### src/hdl/sra_pkg.sv
// Shared types, constants and tables for the sliding regression angle unit.
// No dependencies; used by every module of the block by scoped names.
package sra_pkg;

    localparam int MAX_WINDOW  = 64;
    localparam int ADDR_W      = $clog2(MAX_WINDOW);
    localparam int CNT_W       = $clog2(MAX_WINDOW + 1);
    localparam int CFG_W       = 7;
    localparam int SAMPLE_W    = 32;
    localparam int SUMY_W      = 38;
    localparam int SUMW_W      = 44;
    localparam int S_W         = 2 * CNT_W;
    localparam int NUM_W       = 56;
    localparam int DEN_W       = 22;
    localparam int ANGLE_W     = 24;
    localparam int CORDIC_W    = 62;
    localparam int Z_W         = 33;
    localparam int STEPS       = 26;
    localparam int STEP_W      = 5;
    localparam int WL_RESET    = 14;
    localparam int ANGLE_MAX   = 5898240;

    typedef logic [DEN_W-1:0] t_den_tab [0:MAX_WINDOW];

    function automatic t_den_tab build_den_tab();
        t_den_tab t;
        longint   k;
        for (int i = 0; i <= MAX_WINDOW; i++) begin
            k    = longint'(i);
            t[i] = DEN_W'((k * k * (k * k - 1)) / 12);
        end
        return t;
    endfunction

    localparam t_den_tab DEN_TAB = build_den_tab();

    // atan(2^-i) in degrees, Q24
    function automatic logic [Z_W-1:0] atan_q24(input logic [STEP_W-1:0] i);
        logic [Z_W-1:0] r;
        unique case (i)
            5'd0:    r = 33'd754974720;
            5'd1:    r = 33'd445687602;
            5'd2:    r = 33'd235489088;
            5'd3:    r = 33'd119537938;
            5'd4:    r = 33'd60000934;
            5'd5:    r = 33'd30029717;
            5'd6:    r = 33'd15018523;
            5'd7:    r = 33'd7509720;
            5'd8:    r = 33'd3754917;
            5'd9:    r = 33'd1877466;
            5'd10:   r = 33'd938734;
            5'd11:   r = 33'd469367;
            5'd12:   r = 33'd234684;
            5'd13:   r = 33'd117342;
            5'd14:   r = 33'd58671;
            5'd15:   r = 33'd29335;
            5'd16:   r = 33'd14668;
            5'd17:   r = 33'd7334;
            5'd18:   r = 33'd3667;
            5'd19:   r = 33'd1833;
            5'd20:   r = 33'd917;
            5'd21:   r = 33'd458;
            5'd22:   r = 33'd229;
            5'd23:   r = 33'd115;
            5'd24:   r = 33'd57;
            5'd25:   r = 33'd29;
            default: r = '0;
        endcase
        return r;
    endfunction

    typedef struct packed {
        logic signed [NUM_W-1:0] num;
        logic        [DEN_W-1:0] den;
    } t_job;

endpackage

### src/hdl/sra_queue.sv
// Two-entry request queue between front and back ends.
// Depends on sra_pkg for the request type.
module sra_queue (
    input  logic          i_clk,
    input  logic          i_rst_n,
    input  logic          i_push,
    input  sra_pkg::t_job i_job,
    output logic          o_full,
    input  logic          i_pop,
    output logic          o_empty,
    output sra_pkg::t_job o_job
);

    sra_pkg::t_job r_q [0:1];
    logic          r_wr;
    logic          r_rd;
    logic [1:0]    r_cnt;

    assign o_full  = (r_cnt == 2'd2);
    assign o_empty = (r_cnt == 2'd0);
    assign o_job   = r_q[r_rd];

    always_ff @(posedge i_clk) begin
        if (i_push)
            r_q[r_wr] <= i_job;
    end

    always_ff @(posedge i_clk) begin
        if (!i_rst_n) begin
            r_wr  <= 1'b0;
            r_rd  <= 1'b0;
            r_cnt <= '0;
        end else begin
            if (i_push)
                r_wr <= ~r_wr;
            if (i_pop)
                r_rd <= ~r_rd;
            r_cnt <= r_cnt + {1'b0, i_push} - {1'b0, i_pop};
        end
    end

endmodule

### config.mk
export PLATFORM = sky130hd
export DESIGN_NAME = sra_queue
export DESIGN_NICKNAME = d
export VERILOG_FILES = /design/src/hdl/sra_pkg.sv /design/src/hdl/sra_queue.sv
export SDC_FILE = /design/constraint.sdc
export NUM_CORES = 1
export LEC_CHECK = 0
export BUFFER_PORTS_ARGS = -buffer_cell sky130_fd_sc_hd__buf_4
export CAP_MARGIN = 40
export CORE_MARGIN = 2
export CORE_UTILIZATION = 42
export DETAILED_ROUTE_END_ITERATION = 6
export PLACE_DENSITY = 0.65
export SLEW_MARGIN = 30
export SYNTH_ARGS = -nofsm -noshare
export SYNTH_HDL_FRONTEND = slang
export SYNTH_SLANG_ARGS = --single-unit
### constraint.sdc
create_clock -name i_clk -period 5.8 [get_ports i_clk]
set_input_delay 0.29 -clock i_clk [delete_from_list [all_inputs] [get_ports i_clk]]
set_output_delay 0.29 -clock i_clk [all_outputs]
set_load 0.02 [all_outputs]
# After elaboration in Yosys (flattened, before gate mapping)
# Memory sizes are Yosys's and may differ from the RTL's. A register that Yosys moved wholly into a read port is not among the register bits.
# Index checks and enable logic that the tools add are counted.
# W data, S select, Z words.
[word_totals]
register_bits = 4
mem_bits_rw = 156
inputBits = 82
out_inout_bits = 80
n_memories = 1
[op_classes]
add_sub_neg = 2
eq_ne = 1
n_mux = 4
bitwise = 2
n_reduce_logical = 1
[mem_list]
columns = ["memory", "depth", "word_bits", "read_ports", "rd_ports_with_merged_regs", "wr", "line_no", "source"]
rows = [
  ["r_q", 2, 78, 1, 1, 1, "sra_queue.sv:14", "sra_pkg::t_job r_q [0:1];"],
]
[ops]
columns = ["operator", "count"]
rows = [
  ["$mux W1", 4],
  ["$add A2 B1 Y2", 1],
  ["$eq A2 B2 Y1 const B", 1],
  ["$logic_not A2 Y1", 1],
  ["$not A1 Y1", 2],
  ["$sub A2 B1 Y2", 1],
]

# Logic depth before layout (Yosys ltp)
[depth]
depth_word = 3
ltp_mapped = 6
ltp_nobuf = 6

# Worst setup path after synthesis
# Ideal clock, no wire load.
[synth_path]
path_kind = "register to register"
start = "reg r_wr"
end = "mem r_q[0][0] in the netlist's numbering, enable pin"
t_arrival_ns = 3.784
required_time_ns = 5.275
slack_ns = 1.491
path_stages_with_launch = 2
cell_sequence = "dfxtp_1 -> nor2b_1"
[synth_lines]
columns = ["item", "line_no", "source"]
rows = [
  ["from (decl)", "sra_queue.sv:15", "logic r_wr;"],
  ["from (signal assigned)", "sra_queue.sv:35", "r_wr <= ~r_wr;"],
  ["to (decl)", "sra_queue.sv:14", ""],
]
# No word-level cell before the write port.

==> results.md <==
- Lkg Pwr: 3.031 nW
- Crit path depth: 3
- Global Route met3 Usage: under 10%
- Synthesized netlist cell count: 264
- GR Util met2: between 20 and 25%
- Clock skew: a little over 0.004 ns
- GRT overflow: 0
- Most common cell on crit path: buf_4
- WL final: 10290 microns
- Slew Limit Headroom: about half
- Starting DRT DRC Count: approximately 150
- Slew Limit Fails: 0
- Worst R2R Path Depth: 3
- Clk sinks: 161
- CTS Buf Count: 17
- Peak supply drop: roughly 0.20 mV
- Post-synth top area cell: edfxtp_1
- Post-route DRC: 0
- Initial antenna violation count: 0
- Max cap viols: 0
- Clock buffer depth: 2
- NumNets Final: 524
- DR pass1 iterations: 4
- RePlAce Congestion: approximately 0.72
- Ratio of final minimum period to clock period: a little under half
- Buf+Inv Stages, Crit Path: 2
- Post-synthesis xor/xnor area fraction: 0.5272%
- Synth cell types: 14
- Antenna Violating Nets Remaining: 0
- Area growth, synth to finish: 34.33%
- Vias/cell: ~4.7
- Setup bufs post-CTS: 0
- Global-route wire length before repair: ~16000 microns
- Die H: 122.9 microns
- Post-Syn Area: roughly 5900 sq um
- Fmax: roughly 370 MHz
- Die width: 122.9 microns
- Pwr Density: 354.0 nW/um^2
- Syn nets: approximately 350
- # H-tree levels: 4
- Synth Area in Compound Gates: less than 1%
- Die area: about 15000 sq um
- Mean area per synthesized cell: 22.47 sq um
- Outcome: complete, no violations
- CP cell instances: buf_4, mux2_2, buf_4
- CP Max Fanout: 45
- Hold Buf Count CTS: 0
- Post-CTS Resized: 0
- Worst hold path type: in2reg
- Post-synthesis simple-gate area fraction: less than 1%
- Reg clk slew, reported paths: roughly 0.060 ns
- WP data required: 5.51 ns
- Hold WS: roughly 0.05 ns
- Delay-heaviest family, CP: buffers and inverters
- Top-area cell type share of the netlist area: between 70 and 80%
- # rows: 43
- Commonest non-fill, non-tap cell in the layout: buf_4
- FF-to-FF End: r_q[0][37]
- Largest net degree at the start of global routing: between 50 and 60
- Worst R2R Start: r_wr
- Worst setup endpoint: o_job[55]
- CP Launch Type: register
- TritonCTS clock tree: built
- Slowest-stage cell, CP: dfxtp_4
- Post-Synth Adder-Cell Area: less than 1%
- Core area: about 14000 sq um
- Setup-failing EPs final: 0
- Port buffer count: 161
- Critical path type: reg2out
- Largest family of logic cells by synthesized area: multiplexers
- Critical path arrival: approximately 2.4 ns
- Avg WL per Cell: ~16 microns
- Root buf cell: clkbuf_16
- Mux contribution to synthesized area: between 15 and 20%
- Post-DP HPWL: 6638 microns
- Most frequent cells in the layout: buf_4, edfxtp_1, mux2_2
- Vias in the first global route: roughly 3200
- Setup TNS: 0 ns
- CP Capture Type: output port
- Global Route met1 Usage: ~17%
- Worst Tran Pin Value: roughly 0.75 ns
- Yosys warnings: 0
- Via count: 2982
- Final Hold Viols: 0
- Top-Level Pins: about 160
- Crit-path max cell delay: between 0.6 and 0.7 ns
- Largest cells by area after synthesis: edfxtp_1, mux2_2, mux2_4
- Layout cells sized above 1: just over 60%
- R2R setup slack: a little under 4 ns
- RSZ-0062 raised after global routing: false
- Ant. Diodes: 0
- Initial Util: between 40% and 50%
- Seq/Total Area, Yosys: slightly above 80%
- Yosys reg bits: around 160
- Final min period: ~2.7 ns
- GR peak layer: met2
- Clk_lat worst skew: 0.42 ns
- Total track usage: 14.27%
## stage by stage
stage,worst slack [ns],total power [mW],instances,util (%),cell area [sq um]
floorplan,1.491,1.602,264,-,5933
global placement,3.524,1.757,598,52.98,7326
detailed placement,3.495,1.766,600,53.27,7366
CTS,3.040,2.856,631,57.44,7943
global route,2.978,2.929,632,57.64,7970
finish,3.125,2.822,632,57.64,7970
## worst register-to-register path: stages (launching register included)
cell and delay (ns):
dfxtp_1 0.34, nor2b_4 0.32, buf_16 0.21, buf_4 0.60
## how the worst min path moves through the flow
stage,endpoint,cells past startpoint,slack (ns),start
floorplan,r_q[0][0],0,0.39,i_job[0]
global placement,r_q[0][23],1,0.47,i_job[23]
detailed placement,r_q[1][53],1,0.48,i_job[53]
CTS,r_q[0][50],1,0.03,i_job[50]
global route,r_q[0][68],1,0.03,i_job[68]
finish,r_q[0][50],1,0.05,i_job[50]
## report_power, final
group	internal, mW	switching [mW]	total [mW]
Sequential	1.35	0.0255	1.37
Combinational	0.189	0.178	0.367
Clock	0.670	0.414	1.08
## sequential cells by signal, summed over array words and instances (netlist names), named ones only
| name | flops |
|---|---|
| r_cnt | 2 |
| r_q | 156 |
| r_rd | 1 |
| r_wr | 1 |
## cells in the mapped netlist
cell type / instances
nor2_1: 1
o21a_1: 1
buf_6: 4
xnor3_1: 1
dfxtp_1: 5
ha_1: 2
xor2_1: 1
mux2_2: 58
inv_1: 2
mux2_4: 20
buf_2: 5
nor2b_1: 4
and2_1: 4
edfxtp_1: 156
## area by class of cell
cell class              count  area [sq um]
repair buffers            166          1291
clock inverters            11         140.1
clock buffers              20         436.7
flip-flops and latches    161          4788
fillers                  1088          5857
inverters                   2         7.507
well taps                 180         225.2
multi-input cells          92          1081
## cell families after synthesis
logic type	after synthesis
buffers and inverters	11
multiplexers	78
XOR/XNOR	2
adder cells (fa/ha/maj)	2
AO/OA/AOI/OAI	1
AND/OR/NAND/NOR	9
flip-flops	161
## layer usage
metal / vias to the layer above / routed length [microns]
li1: 1394 / -
met2: 110 / 5074
met4: 0 / 219
met1: 1460 / 4189
met5: - / 0
met3: 18 / 809
No activity file was read; power rests on OpenSTA's default activity.
