--- src/hdl/sra_pkg.sv ---
// Shared types, constants and tables for the sliding regression angle unit.
// No dependencies; used by every module of the block by scoped names.
package sra_pkg;

    localparam int MAX_WINDOW  = 64;
    localparam int ADDR_W      = $clog2(MAX_WINDOW);
    localparam int CNT_W       = $clog2(MAX_WINDOW + 1);
    localparam int CFG_W       = 7;
    localparam int SAMPLE_W    = 32;
    localparam int SUMY_W      = 38;
    localparam int SUMW_W      = 44;
    localparam int S_W         = 2 * CNT_W;
    localparam int NUM_W       = 56;
    localparam int DEN_W       = 22;
    localparam int ANGLE_W     = 24;
    localparam int CORDIC_W    = 62;
    localparam int Z_W         = 33;
    localparam int STEPS       = 26;
    localparam int STEP_W      = 5;
    localparam int WL_RESET    = 14;
    localparam int ANGLE_MAX   = 5898240;

    typedef logic [DEN_W-1:0] t_den_tab [0:MAX_WINDOW];

    function automatic t_den_tab build_den_tab();
        t_den_tab t;
        longint   k;
        for (int i = 0; i <= MAX_WINDOW; i++) begin
            k    = longint'(i);
            t[i] = DEN_W'((k * k * (k * k - 1)) / 12);
        end
        return t;
    endfunction

    localparam t_den_tab DEN_TAB = build_den_tab();

    // atan(2^-i) in degrees, Q24
    function automatic logic [Z_W-1:0] atan_q24(input logic [STEP_W-1:0] i);
        logic [Z_W-1:0] r;
        unique case (i)
            5'd0:    r = 33'd754974720;
            5'd1:    r = 33'd445687602;
            5'd2:    r = 33'd235489088;
            5'd3:    r = 33'd119537938;
            5'd4:    r = 33'd60000934;
            5'd5:    r = 33'd30029717;
            5'd6:    r = 33'd15018523;
            5'd7:    r = 33'd7509720;
            5'd8:    r = 33'd3754917;
            5'd9:    r = 33'd1877466;
            5'd10:   r = 33'd938734;
            5'd11:   r = 33'd469367;
            5'd12:   r = 33'd234684;
            5'd13:   r = 33'd117342;
            5'd14:   r = 33'd58671;
            5'd15:   r = 33'd29335;
            5'd16:   r = 33'd14668;
            5'd17:   r = 33'd7334;
            5'd18:   r = 33'd3667;
            5'd19:   r = 33'd1833;
            5'd20:   r = 33'd917;
            5'd21:   r = 33'd458;
            5'd22:   r = 33'd229;
            5'd23:   r = 33'd115;
            5'd24:   r = 33'd57;
            5'd25:   r = 33'd29;
            default: r = '0;
        endcase
        return r;
    endfunction

    typedef struct packed {
        logic signed [NUM_W-1:0] num;
        logic        [DEN_W-1:0] den;
    } t_job;

endpackage

--- src/hdl/sra_front.sv ---
// Front end: takes samples, keeps the ring and the running sums, forms num/den.
// Depends on sra_pkg.
module sra_front (
    input  logic                               i_clk,
    input  logic                               i_rst_n,
    input  logic                               i_valid,
    output logic                               o_ready,
    input  logic signed [sra_pkg::SAMPLE_W-1:0] i_sample,
    input  logic                               i_start,
    input  logic                               i_cfg_wr_en,
    input  logic [sra_pkg::CFG_W-1:0]          i_cfg_wr_data,
    output logic                               o_push,
    output sra_pkg::t_job                      o_job,
    input  logic                               i_full
);

    localparam logic [1:0] F_IDLE = 2'd0;
    localparam logic [1:0] F_UPD  = 2'd1;
    localparam logic [1:0] F_MUL  = 2'd2;
    localparam logic [1:0] F_PUSH = 2'd3;

    logic [1:0]                              r_state;
    logic [sra_pkg::CFG_W-1:0]               r_wl;
    logic [sra_pkg::ADDR_W-1:0]              r_wp;
    logic [sra_pkg::CNT_W-1:0]               r_fill;
    logic signed [sra_pkg::SUMY_W-1:0]       r_y;
    logic signed [sra_pkg::SUMW_W-1:0]       r_w;
    logic signed [sra_pkg::SAMPLE_W-1:0]     r_v;
    logic signed [sra_pkg::SAMPLE_W-1:0]     r_old;
    logic                                    r_full;
    logic signed [sra_pkg::NUM_W-1:0]        r_p1;
    logic signed [sra_pkg::NUM_W-1:0]        r_p2;
    logic signed [sra_pkg::SAMPLE_W-1:0]     r_ring [0:sra_pkg::MAX_WINDOW-1];

    logic [sra_pkg::CNT_W-1:0]               w_n;
    logic [sra_pkg::S_W-1:0]                 w_s;
    logic [sra_pkg::ADDR_W-1:0]              w_wp_eff;
    logic [sra_pkg::CNT_W-1:0]               w_fill_eff;
    logic [sra_pkg::ADDR_W-1:0]              w_oldest;
    logic                                    w_acc;
    logic signed [sra_pkg::SUMW_W-1:0]       w_nold;

    always_comb begin
        priority if (r_wl < sra_pkg::CFG_W'(2))
            w_n = sra_pkg::CNT_W'(2);
        else if (r_wl > sra_pkg::CFG_W'(sra_pkg::MAX_WINDOW))
            w_n = sra_pkg::CNT_W'(sra_pkg::MAX_WINDOW);
        else
            w_n = sra_pkg::CNT_W'(r_wl);
    end

    assign w_s        = (sra_pkg::S_W'(w_n) * (sra_pkg::S_W'(w_n) - sra_pkg::S_W'(1))) >> 1;
    assign o_ready    = (r_state == F_IDLE);
    assign w_acc      = i_valid && o_ready;
    assign w_wp_eff   = i_start ? '0 : r_wp;
    assign w_fill_eff = i_start ? '0 : r_fill;
    assign w_oldest   = w_wp_eff - w_n[sra_pkg::ADDR_W-1:0];
    assign w_nold     = $signed({{(sra_pkg::SUMW_W-sra_pkg::CNT_W){1'b0}}, w_n})
                        * sra_pkg::SUMW_W'(r_old);

    assign o_push     = (r_state == F_PUSH) && !i_full;
    assign o_job.num  = r_p1 - r_p2;
    assign o_job.den  = sra_pkg::DEN_TAB[w_n];

    // Ring: read the oldest entry before this sample overwrites it
    always_ff @(posedge i_clk) begin
        if (w_acc) begin
            r_old              <= r_ring[w_oldest];
            r_ring[w_wp_eff]   <= i_sample;
        end
    end

    always_ff @(posedge i_clk) begin
        if (w_acc)
            r_v <= i_sample;
        if (r_state == F_MUL) begin
            r_p1 <= $signed({{(sra_pkg::NUM_W-sra_pkg::S_W){1'b0}}, w_s})
                    * sra_pkg::NUM_W'(r_y);
            r_p2 <= $signed({{(sra_pkg::NUM_W-sra_pkg::CNT_W){1'b0}}, w_n})
                    * sra_pkg::NUM_W'(r_w);
        end
    end

    always_ff @(posedge i_clk) begin
        if (!i_rst_n) begin
            r_state <= F_IDLE;
            r_wl    <= sra_pkg::CFG_W'(sra_pkg::WL_RESET);
            r_wp    <= '0;
            r_fill  <= '0;
            r_y     <= '0;
            r_w     <= '0;
            r_full  <= 1'b0;
        end else if (i_cfg_wr_en) begin
            r_wl    <= i_cfg_wr_data;
            r_wp    <= '0;
            r_fill  <= '0;
            r_y     <= '0;
            r_w     <= '0;
        end else begin
            unique case (r_state)
                F_IDLE: begin
                    if (w_acc) begin
                        r_full <= (w_fill_eff >= w_n);
                        if (w_fill_eff < w_n)
                            r_fill <= w_fill_eff + 1'b1;
                        else
                            r_fill <= w_fill_eff;
                        r_wp <= w_wp_eff + 1'b1;
                        if (i_start) begin
                            r_y <= '0;
                            r_w <= '0;
                        end
                        r_state <= F_UPD;
                    end
                end
                F_UPD: begin
                    if (r_full) begin
                        r_w <= r_w + sra_pkg::SUMW_W'(r_y) - w_nold;
                        r_y <= r_y + sra_pkg::SUMY_W'(r_v) - sra_pkg::SUMY_W'(r_old);
                    end else begin
                        r_w <= r_w + sra_pkg::SUMW_W'(r_y);
                        r_y <= r_y + sra_pkg::SUMY_W'(r_v);
                    end
                    r_state <= F_MUL;
                end
                F_MUL: begin
                    // drop items still in warm-up
                    r_state <= (r_fill >= w_n) ? F_PUSH : F_IDLE;
                end
                F_PUSH: begin
                    if (!i_full)
                        r_state <= F_IDLE;
                end
                default: r_state <= F_IDLE;
            endcase
        end
    end

endmodule

--- config.mk ---
export PLATFORM = sky130hd
export DESIGN_NAME = sra_front
export DESIGN_NICKNAME = d
export VERILOG_FILES = /design/src/hdl/sra_pkg.sv /design/src/hdl/sra_front.sv
export SDC_FILE = /design/constraint.sdc
export NUM_CORES = 2
export LEC_CHECK = 0
export ABC_AREA = 1
export BUFFER_PORTS_ARGS = -buffer_cell sky130_fd_sc_hd__buf_2
export CAP_MARGIN = 20
export CORE_ASPECT_RATIO = 0.8
export CORE_MARGIN = 2
export CORE_UTILIZATION = 50
export DETAILED_ROUTE_END_ITERATION = 7
export PLACE_DENSITY = 0.65
export SETUP_SLACK_MARGIN = 0.4
export SLEW_MARGIN = 25
export SYNTH_ARGS = -nofsm -noshare
export SYNTH_HDL_FRONTEND = slang
export SYNTH_SLANG_ARGS = --single-unit
--- constraint.sdc ---
create_clock -name i_clk -period 14.12 [get_ports i_clk]
set_input_delay 0.706 -clock i_clk [delete_from_list [all_inputs] [get_ports i_clk]]
set_output_delay 0.706 -clock i_clk [all_outputs]
set_load 0.03 [all_outputs]
# Word level (Yosys, flattened, before mapping)
# Memory sizes are Yosys's and may differ from the RTL's. A register that Yosys moved wholly into a read port is not among the register bits.
# Cells that the tools add are included.
[op_classes]
n_reduce_logical = 10
eq_ne = 6
n_mux = 21
n_lt_le_gt_ge = 6
n_addsub = 9
n_mul = 4
n_bitwise = 3
[op_table]
columns = ["cell", "count"]
rows = [
  ["$mux 44", 3],
  ["$mux 38", 3],
  ["$pmux 44 s2", 1],
  ["$pmux 38 s2", 1],
  ["$sub 56x56->56", 1],
  ["$mul 14x38->52", 1],
  ["$mul 8x44->52", 1],
  ["$add 44x38->44", 1],
  ["$mux 22", 2],
  ["$sub 44x40->44", 1],
  ["$mul 8x32->40", 1],
  ["$add 38x32->38", 1],
  ["$sub 38x32->38", 1],
  ["$mux 7", 4],
  ["$ge 7x7->1", 2],
  ["$mul 8x8->14", 1],
  ["$reduce_and 3->1", 3],
  ["$ge 8x8->1 const B", 1],
  ["$not 7->8", 1],
  ["$pmux 2 s4", 1],
  ["$sub 7x1->8 const B", 1],
  ["$add 7x1->7 const B", 1],
  ["$gt 7x7->1 const B", 1],
  ["$lt 7x2->1 const B", 1],
  ["other kinds (17)", 24],
]
[word_totals]
word_cells = 71
input_bits = 45
output_inout_bits = 80
ff_bits = 249
mem_count = 2
rom_bits = 2816
ram_bits = 2048
[mem_list]
columns = ["name", "words", "word_bits", "rd", "rd_clocked_by_memory_dff", "wr", "line", "rtl"]
rows = [
  ["(name not given)", 128, 22, 1, 0, 0, "sra_front.sv:63", "assign o_job.den = sra_pkg::DEN_TAB[w_n];"],
  ["r_ring", 64, 32, 1, 1, 1, "sra_front.sv:33", "logic signed [sra_pkg::SAMPLE_W-1:0] r_ring [0:sra_pkg::MAX_WINDOW-1];"],
]

# Logic depth before layout (Yosys ltp)
[depth]
ltp_word = 7
depth_mapped = 58
depth_no_buf = 56

# Worst setup path after synthesis
# No wires, ideal clock.
[synth_timing]
path_kind = "reg-to-reg"
startpoint = "register r_wl[5] (netlist name)"
endpoint = "register r_p1[26] (netlist name) (data pin)"
required_time_ns = 13.858
arrival_time_ns = 10.807
synth_period_minus_slack_ns = 11.069
setup_time_ns = 0.262
stages_incl_launch_ff = 53
slack_ns = 3.051
n_path_buf = 4
cell_sequence = "dfxtp_1 inv_1 nand4_1 nand2_1 nand2_1 buf_2 buf_2 buf_1 ha_1 inv_1 o21ai_2 inv_2 nand2_2 ha_1 inv_1 nand2_1 fa_1 fa_1 [... 17 more ...] fa_1 fa_1 inv_1 fa_1 fa_1 fa_1 inv_1 fa_1 inv_1 ha_1 a21oi_1 inv_1 a31oi_1 a21boi_1 o21ai_0 a21oi_1 o21ai_1 xor2_1"
[synth_via]
elab_chain_cells = 6
word_cells_on_any_way = 7
cone_classes = "add/sub: 1; mul: 2; order compare: 2; mux: 2"
[synth_rtl]
columns = ["element", "line", "rtl"]
rows = [
  ["start, declared", "sra_front.sv:23", "logic [sra_pkg::CFG_W-1:0] r_wl;"],
  ["start signal, assigned", "sra_front.sv:87", "r_wl <= sra_pkg::CFG_W'(sra_pkg::WL_RESET);"],
  ["start signal, assigned", "sra_front.sv:94", "r_wl <= i_cfg_wr_data;"],
  ["$gt 7x7->1", "sra_front.sv:46", "else if (r_wl > sra_pkg::CFG_W'(sra_pkg::MAX_WINDOW))"],
  ["$mux 7", "sra_front.sv:46", ""],
  ["$mux 7 *", "sra_front.sv:44", "priority if (r_wl < sra_pkg::CFG_W'(2))"],
  ["$sub 7x1->8", "sra_front.sv:52", "assign w_s = (sra_pkg::S_W'(w_n) * (sra_pkg::S_W'(w_n) - sra_pkg::S_W'(1))) >> 1;"],
  ["$mul 8x8->14 *", "sra_front.sv:52", ""],
  ["$mul 14x38->52 *", "sra_front.sv:78", "* sra_pkg::NUM_W'(r_y);"],
  ["end signal, assigned", "sra_front.sv:77", "r_p1 <= $signed({{(sra_pkg::NUM_W-sra_pkg::S_W){1'b0}}, w_s})"],
  ["end, declared", "sra_front.sv:31", "logic signed [sra_pkg::NUM_W-1:0] r_p1;"],
]
# Mark *: on every way between the ends. The rest lies on a longest branch, timed or not.
# A chain may end at the register's enable or synchronous reset.

# Worst setup path in the final report
[layout_timing]
startpoint = "register r_wl[2] (netlist name)"
endpoint = "register r_p1[46] (netlist name) (data pin)"
# The elaborated chain is that of the path after synthesis.

==> qor_table.md <==
| Group | Metric | Value |
| --- | --- | --- |
| die | Die width | 603 um |
| setup path | Critical path's slowest cell | sky130_fd_sc_hd__xor2_4 |
| global route | Number of global-route vias before repair | 102000 |
| sta | Number of hold violations in the final report | 0 |
| sta | Count of pins over their slew limit | 0 |
| cells and area | Cell area after layout | 157000 um2 |
| routing | Average wire per cell in the routed design | 24.2 um |
| worst hold path | Min-delay worst type | input pin to flop |
| clock network | H-tree lvl count | 4 |
| setup path | Arrival time worst endpoint | 13.22 ns |
| synthesis | Prevailing post-synth register cell | sky130_fd_sc_hd__edfxtp_1 |
| setup path | CP Capture Type | flop |
| placed design | Placed Area | 149000 um2 |
| cells and area | Post-layout net count | 16200 |
| power | Sequential Power Share | 0.299 |
| global route | Pin count of the biggest net entering global routing | 183 |
| die | Initial standard-cell utilization of the core | 0.501 |
| global route | Number of antenna violations at the first check in global routing | 36 |
| global route | Remaining global-route overflow | 0 |
| clock network | Source-to-sink clock delay at the later pin of the worst-skew pair | 0.93 ns |
| sta | Slew HR | 0.190 |
| sta | Time the final worst path needs with I/O delays and setup | 12.58 ns |
| setup path | Start of the worst register-to-register path | r_wl[2] |
| setup path | Critical Path Fanout Max | 29 |
| cells and area | Fraction of layout instances using a drive strength above 1 | 0.0620 |
| setup path | Setup slack of the most critical reg-to-reg path | 1.54 ns |
| synthesis | Synthesized area | 144000 um2 |
| synthesis | Gate count of the mapped netlist | 14700 |
| setup path | Critical path data required time | 14.75 ns |
| sta | Slew at the pin with the worst max-slew slack | 1.21 ns |
| synthesis | Seq/Total Area, Yosys | 0.478 |
| worst hold path | HP Start | i_cfg_wr_data[3] |
| power | Net Sw Frac | 0.435 |
| routing | Antenna Violating Nets Remaining | 0 |
| routing | Post-detailed-routing wire length | 453000 um |
| clock network | Cts repair resizes | 0 |
| routing | Drt first-iter violations | 15300 |
| sta | Final period utilization | 0.891 |
| power | Cell Pwr Density | 166 nW/um2 |
| run | # Max-Cap Violations | 0 |
| global route | Gr usage total | 0.309 |
| setup path | Beginning of the critical path | r_wl[2] |
| synthesis | Number of warnings reported in the yosys synthesis log | 0 |
| clock network | Clock buffer count from CTS | 238 |
| clock network | Clock transition at the registers of the reported paths | 0.06 ns |
| sta | Setup repair after global routing missed its margin | false |
| setup path | Slowest Stage Delay on Critical Path | 0.74 ns |
| synthesis | Syn_nets | 16200 |
| sta | Sum Neg Setup Slack | 0 ns |
| clock network | CTS tree | done |
| placed design | Routability congestion estimate from global placement | 1.01 |
| power | Total net switching power | 11.3 mW |
| global route | Wire length of the first global-routing pass | 673000 um |
| clock network | Worst-case clock buffer depth | 4 |
| power | Combinational fraction of design power | 0.463 |
| synthesis | Number of distinct library cell variants in the gate-level netlist after synthesis | 61 |
| clock network | Root cell of the clock tree | sky130_fd_sc_hd__clkbuf_16 |
| sta | Setup WS post-layout | 1.54 ns |
| synthesis | Per-instance average area after synthesis | 9.77 um2 |
| power | Overall power of the completed layout | 26.0 mW |
| placed design | Worst setup timing slack at the placement stage | 1.59 ns |
| power | Leak Pwr | 61.6 nW |
| synthesis | FFs w/ async S/R, synth | 0 |
| status | Outcome | completed |
| placed design | Half-perimeter wire length of the detailed placement result | 316000 um |
| synthesis | Flops & latches, synth | 2321 |
| synthesis | Number of enable-type register cells in the synthesized netlist | 2216 |
| routing | Routed vias/inst | 5.82 |
| die | Die Outline Area | 292000 um2 |
| clock network | Post CTS Setup Buffer Count | 0 |
| clock network | Number of clock sinks | 2321 |
| die | I/O pin count | 125 |
| sta | Final setup vio count | 0 |
| cells and area | Layout overhead on the synthesized area | 8.91% |
| power | Internal power consumption | 14.7 mW |
| clock network | Hold-fix buffer count after cts | 0 |
| power | Max VDD drop | 286 uV |
| cells and area | Fillers | 25500 |
| sta | Fmax | 79.5 MHz |
| setup path | Startpoint-to-endpoint class of the critical path | flop to flop |
| routing | Number of vias in the routed layout | 109000 |
| setup path | Startpoint Class | flop |
| placed design | Quantity of I/O buffers inserted on ports | 123 |
| die | Number of rows in the core area | 176 |
| routing | 1st-pass router iterations | 8 |
| power | Clk pwr share | 0.239 |
| die | Die Ht | 484 um |
| sta | Maximum clock skew at final layout | 0.129 ns |
| die | Core area | 287000 um2 |
| routing | Remaining routing DRC violations | 0 |
[power by group through the flow]
stage	registers [mW]	logic [mW]	clock network [mW]
global route	7.75	13.3	6.52
CTS	7.75	11.7	6.25
floorplan	7.85	7.80	0
detailed placement	7.89	11.6	0
global placement	7.89	11.5	0
finish	7.75	12.0	6.20
[worst max-delay path, delay by kind of cell (launching register included)]
kind | cells | cell delay (ns)
adder cells (fa/ha/maj) | 14 | 5.91
AO/OA/AOI/OAI | 7 | 1.83
flip-flops | 1 | 0.36
AND/OR/NAND/NOR | 19 | 2.39
buffers and inverters | 11 | 1.07
XOR/XNOR | 1 | 0.74
[registers in the layout (all words and copies together) (netlist names)]
name and cells:
r_v 32, r_p2 52, r_wl 7, r_ring 2048, r_fill 7, r_y 38
r_wp 6, r_state 2, r_old 32, r_w 44, r_p1 52, r_full 1
[path summary, 6_finish.rpt]
path,endpoint,cells past startpoint
min reg2reg,r_y[15],2
min,r_wl[3],3
max reg2reg,r_p1[46],52
max,r_p1[46],52
[cells by family after synthesis]
| group | Yosys count | synth area share |
|---|---|---|
| multiplexers | 96 | 0.00752 |
| flip-flops | 2321 | 0.478 |
| buffers and inverters | 2842 | 0.0760 |
| adder cells (fa/ha/maj) | 1461 | 0.175 |
| XOR/XNOR | 221 | 0.0135 |
| AO/OA/AOI/OAI | 2614 | 0.110 |
| AND/OR/NAND/NOR | 5159 | 0.141 |
| other | 2 | 0.0000522 |
[metal layers]
layer / up-vias / wire length, um / track usage
met4: 6 / 10200 / 0.0658
li1: 49000 / - / -
met3: 503 / 59700 / 0.0849
met1: 53800 / 206000 / 0.496
met2: 5364 / 177000 / 0.411
met5: - / 188 / 0.00393
[per-stage QoR]
step,hold slack (ns),utilization,cells
global placement,0.453,0.520,18200
global route,0.0692,0.546,18700
CTS,0.0382,0.546,18700
floorplan,0.443,-,14700
finish,0.0981,0.546,18700
detailed placement,0.460,0.520,18200
[cell usage after synthesis, types with 9 or more instances]
cell / instances / share of area
sky130_fd_sc_hd__nor2_1: 2793 / 0.073
sky130_fd_sc_hd__edfxtp_1: 2216 / 0.46
sky130_fd_sc_hd__inv_1: 2176 / 0.057
sky130_fd_sc_hd__nand2_1: 1829 / 0.048
sky130_fd_sc_hd__o21ai_0: 992 / 0.035
sky130_fd_sc_hd__fa_1: 910 / 0.13
sky130_fd_sc_hd__ha_1: 551 / 0.048
sky130_fd_sc_hd__a21oi_1: 541 / 0.019
sky130_fd_sc_hd__o32ai_1: 513 / 0.031
sky130_fd_sc_hd__clkbuf_1: 433 / 0.011
sky130_fd_sc_hd__nand3_1: 318 / 0.011
sky130_fd_sc_hd__o21ai_1: 195 / 0.0068
sky130_fd_sc_hd__buf_2: 142 / 0.0049
sky130_fd_sc_hd__xor2_1: 134 / 0.0082
sky130_fd_sc_hd__dfxtp_1: 105 / 0.015
sky130_fd_sc_hd__mux2_2: 96 / 0.0075
sky130_fd_sc_hd__xnor2_1: 86 / 0.0052
sky130_fd_sc_hd__a31oi_1: 84 / 0.0037
sky130_fd_sc_hd__nor3_1: 72 / 0.0025
sky130_fd_sc_hd__o22ai_1: 70 / 0.0030
sky130_fd_sc_hd__nand4_1: 55 / 0.0024
sky130_fd_sc_hd__buf_1: 54 / 0.0014
sky130_fd_sc_hd__o21bai_1: 52 / 0.0027
sky130_fd_sc_hd__a21o_1: 41 / 0.0021
sky130_fd_sc_hd__o211ai_1: 33 / 0.0017
sky130_fd_sc_hd__o21a_1: 23 / 0.0012
sky130_fd_sc_hd__nor4_1: 22 / 0.00096
sky130_fd_sc_hd__and2_1: 20 / 0.00087
sky130_fd_sc_hd__or2_2: 20 / 0.00087
sky130_fd_sc_hd__a21boi_0: 17 / 0.00089
sky130_fd_sc_hd__buf_4: 13 / 0.00068
sky130_fd_sc_hd__clkinv_1: 10 / 0.00026
sky130_fd_sc_hd__inv_2: 10 / 0.00026
sky130_fd_sc_hd__o31ai_1: 9 / 0.00047
[cells in the final DEF, fill, tap and decap left out, types with 33 or more instances in the layout]
cell                        count
sky130_fd_sc_hd__a21o_1        41
sky130_fd_sc_hd__a21oi_1      541
sky130_fd_sc_hd__a31oi_1       83
sky130_fd_sc_hd__buf_2        123
sky130_fd_sc_hd__buf_4        203
sky130_fd_sc_hd__clkbuf_1      39
sky130_fd_sc_hd__clkbuf_16    239
sky130_fd_sc_hd__clkinv_1      50
sky130_fd_sc_hd__clkinv_2      61
sky130_fd_sc_hd__dfxtp_1       99
sky130_fd_sc_hd__edfxtp_1    2216
sky130_fd_sc_hd__fa_1         909
sky130_fd_sc_hd__ha_1         550
sky130_fd_sc_hd__inv_1       2173
sky130_fd_sc_hd__mux2_2        96
sky130_fd_sc_hd__nand2_1     1827
sky130_fd_sc_hd__nand3_1      318
sky130_fd_sc_hd__nand4_1       55
sky130_fd_sc_hd__nor2_1      2726
sky130_fd_sc_hd__nor2_4        70
sky130_fd_sc_hd__nor3_1        71
sky130_fd_sc_hd__o211ai_1      33
sky130_fd_sc_hd__o21ai_0      990
sky130_fd_sc_hd__o21ai_1      197
sky130_fd_sc_hd__o21bai_1      52
sky130_fd_sc_hd__o22ai_1       70
sky130_fd_sc_hd__o32ai_1      513
sky130_fd_sc_hd__xnor2_1       86
sky130_fd_sc_hd__xor2_1       129
[layout make-up]
class	instances	area [um2]	area share
clock buffer	280	6150	0.0393
inverter	2196	8260	0.0527
tap	3827	4790	0.0306
clock inverter	152	1380	0.00879
multi-input combinational	9553	64800	0.414
antenna	8	20.0	0.000128
sequential	2321	68700	0.439
timing repair buffer	342	2460	0.0157
Note: power is estimated with default switching activity, not from simulation.
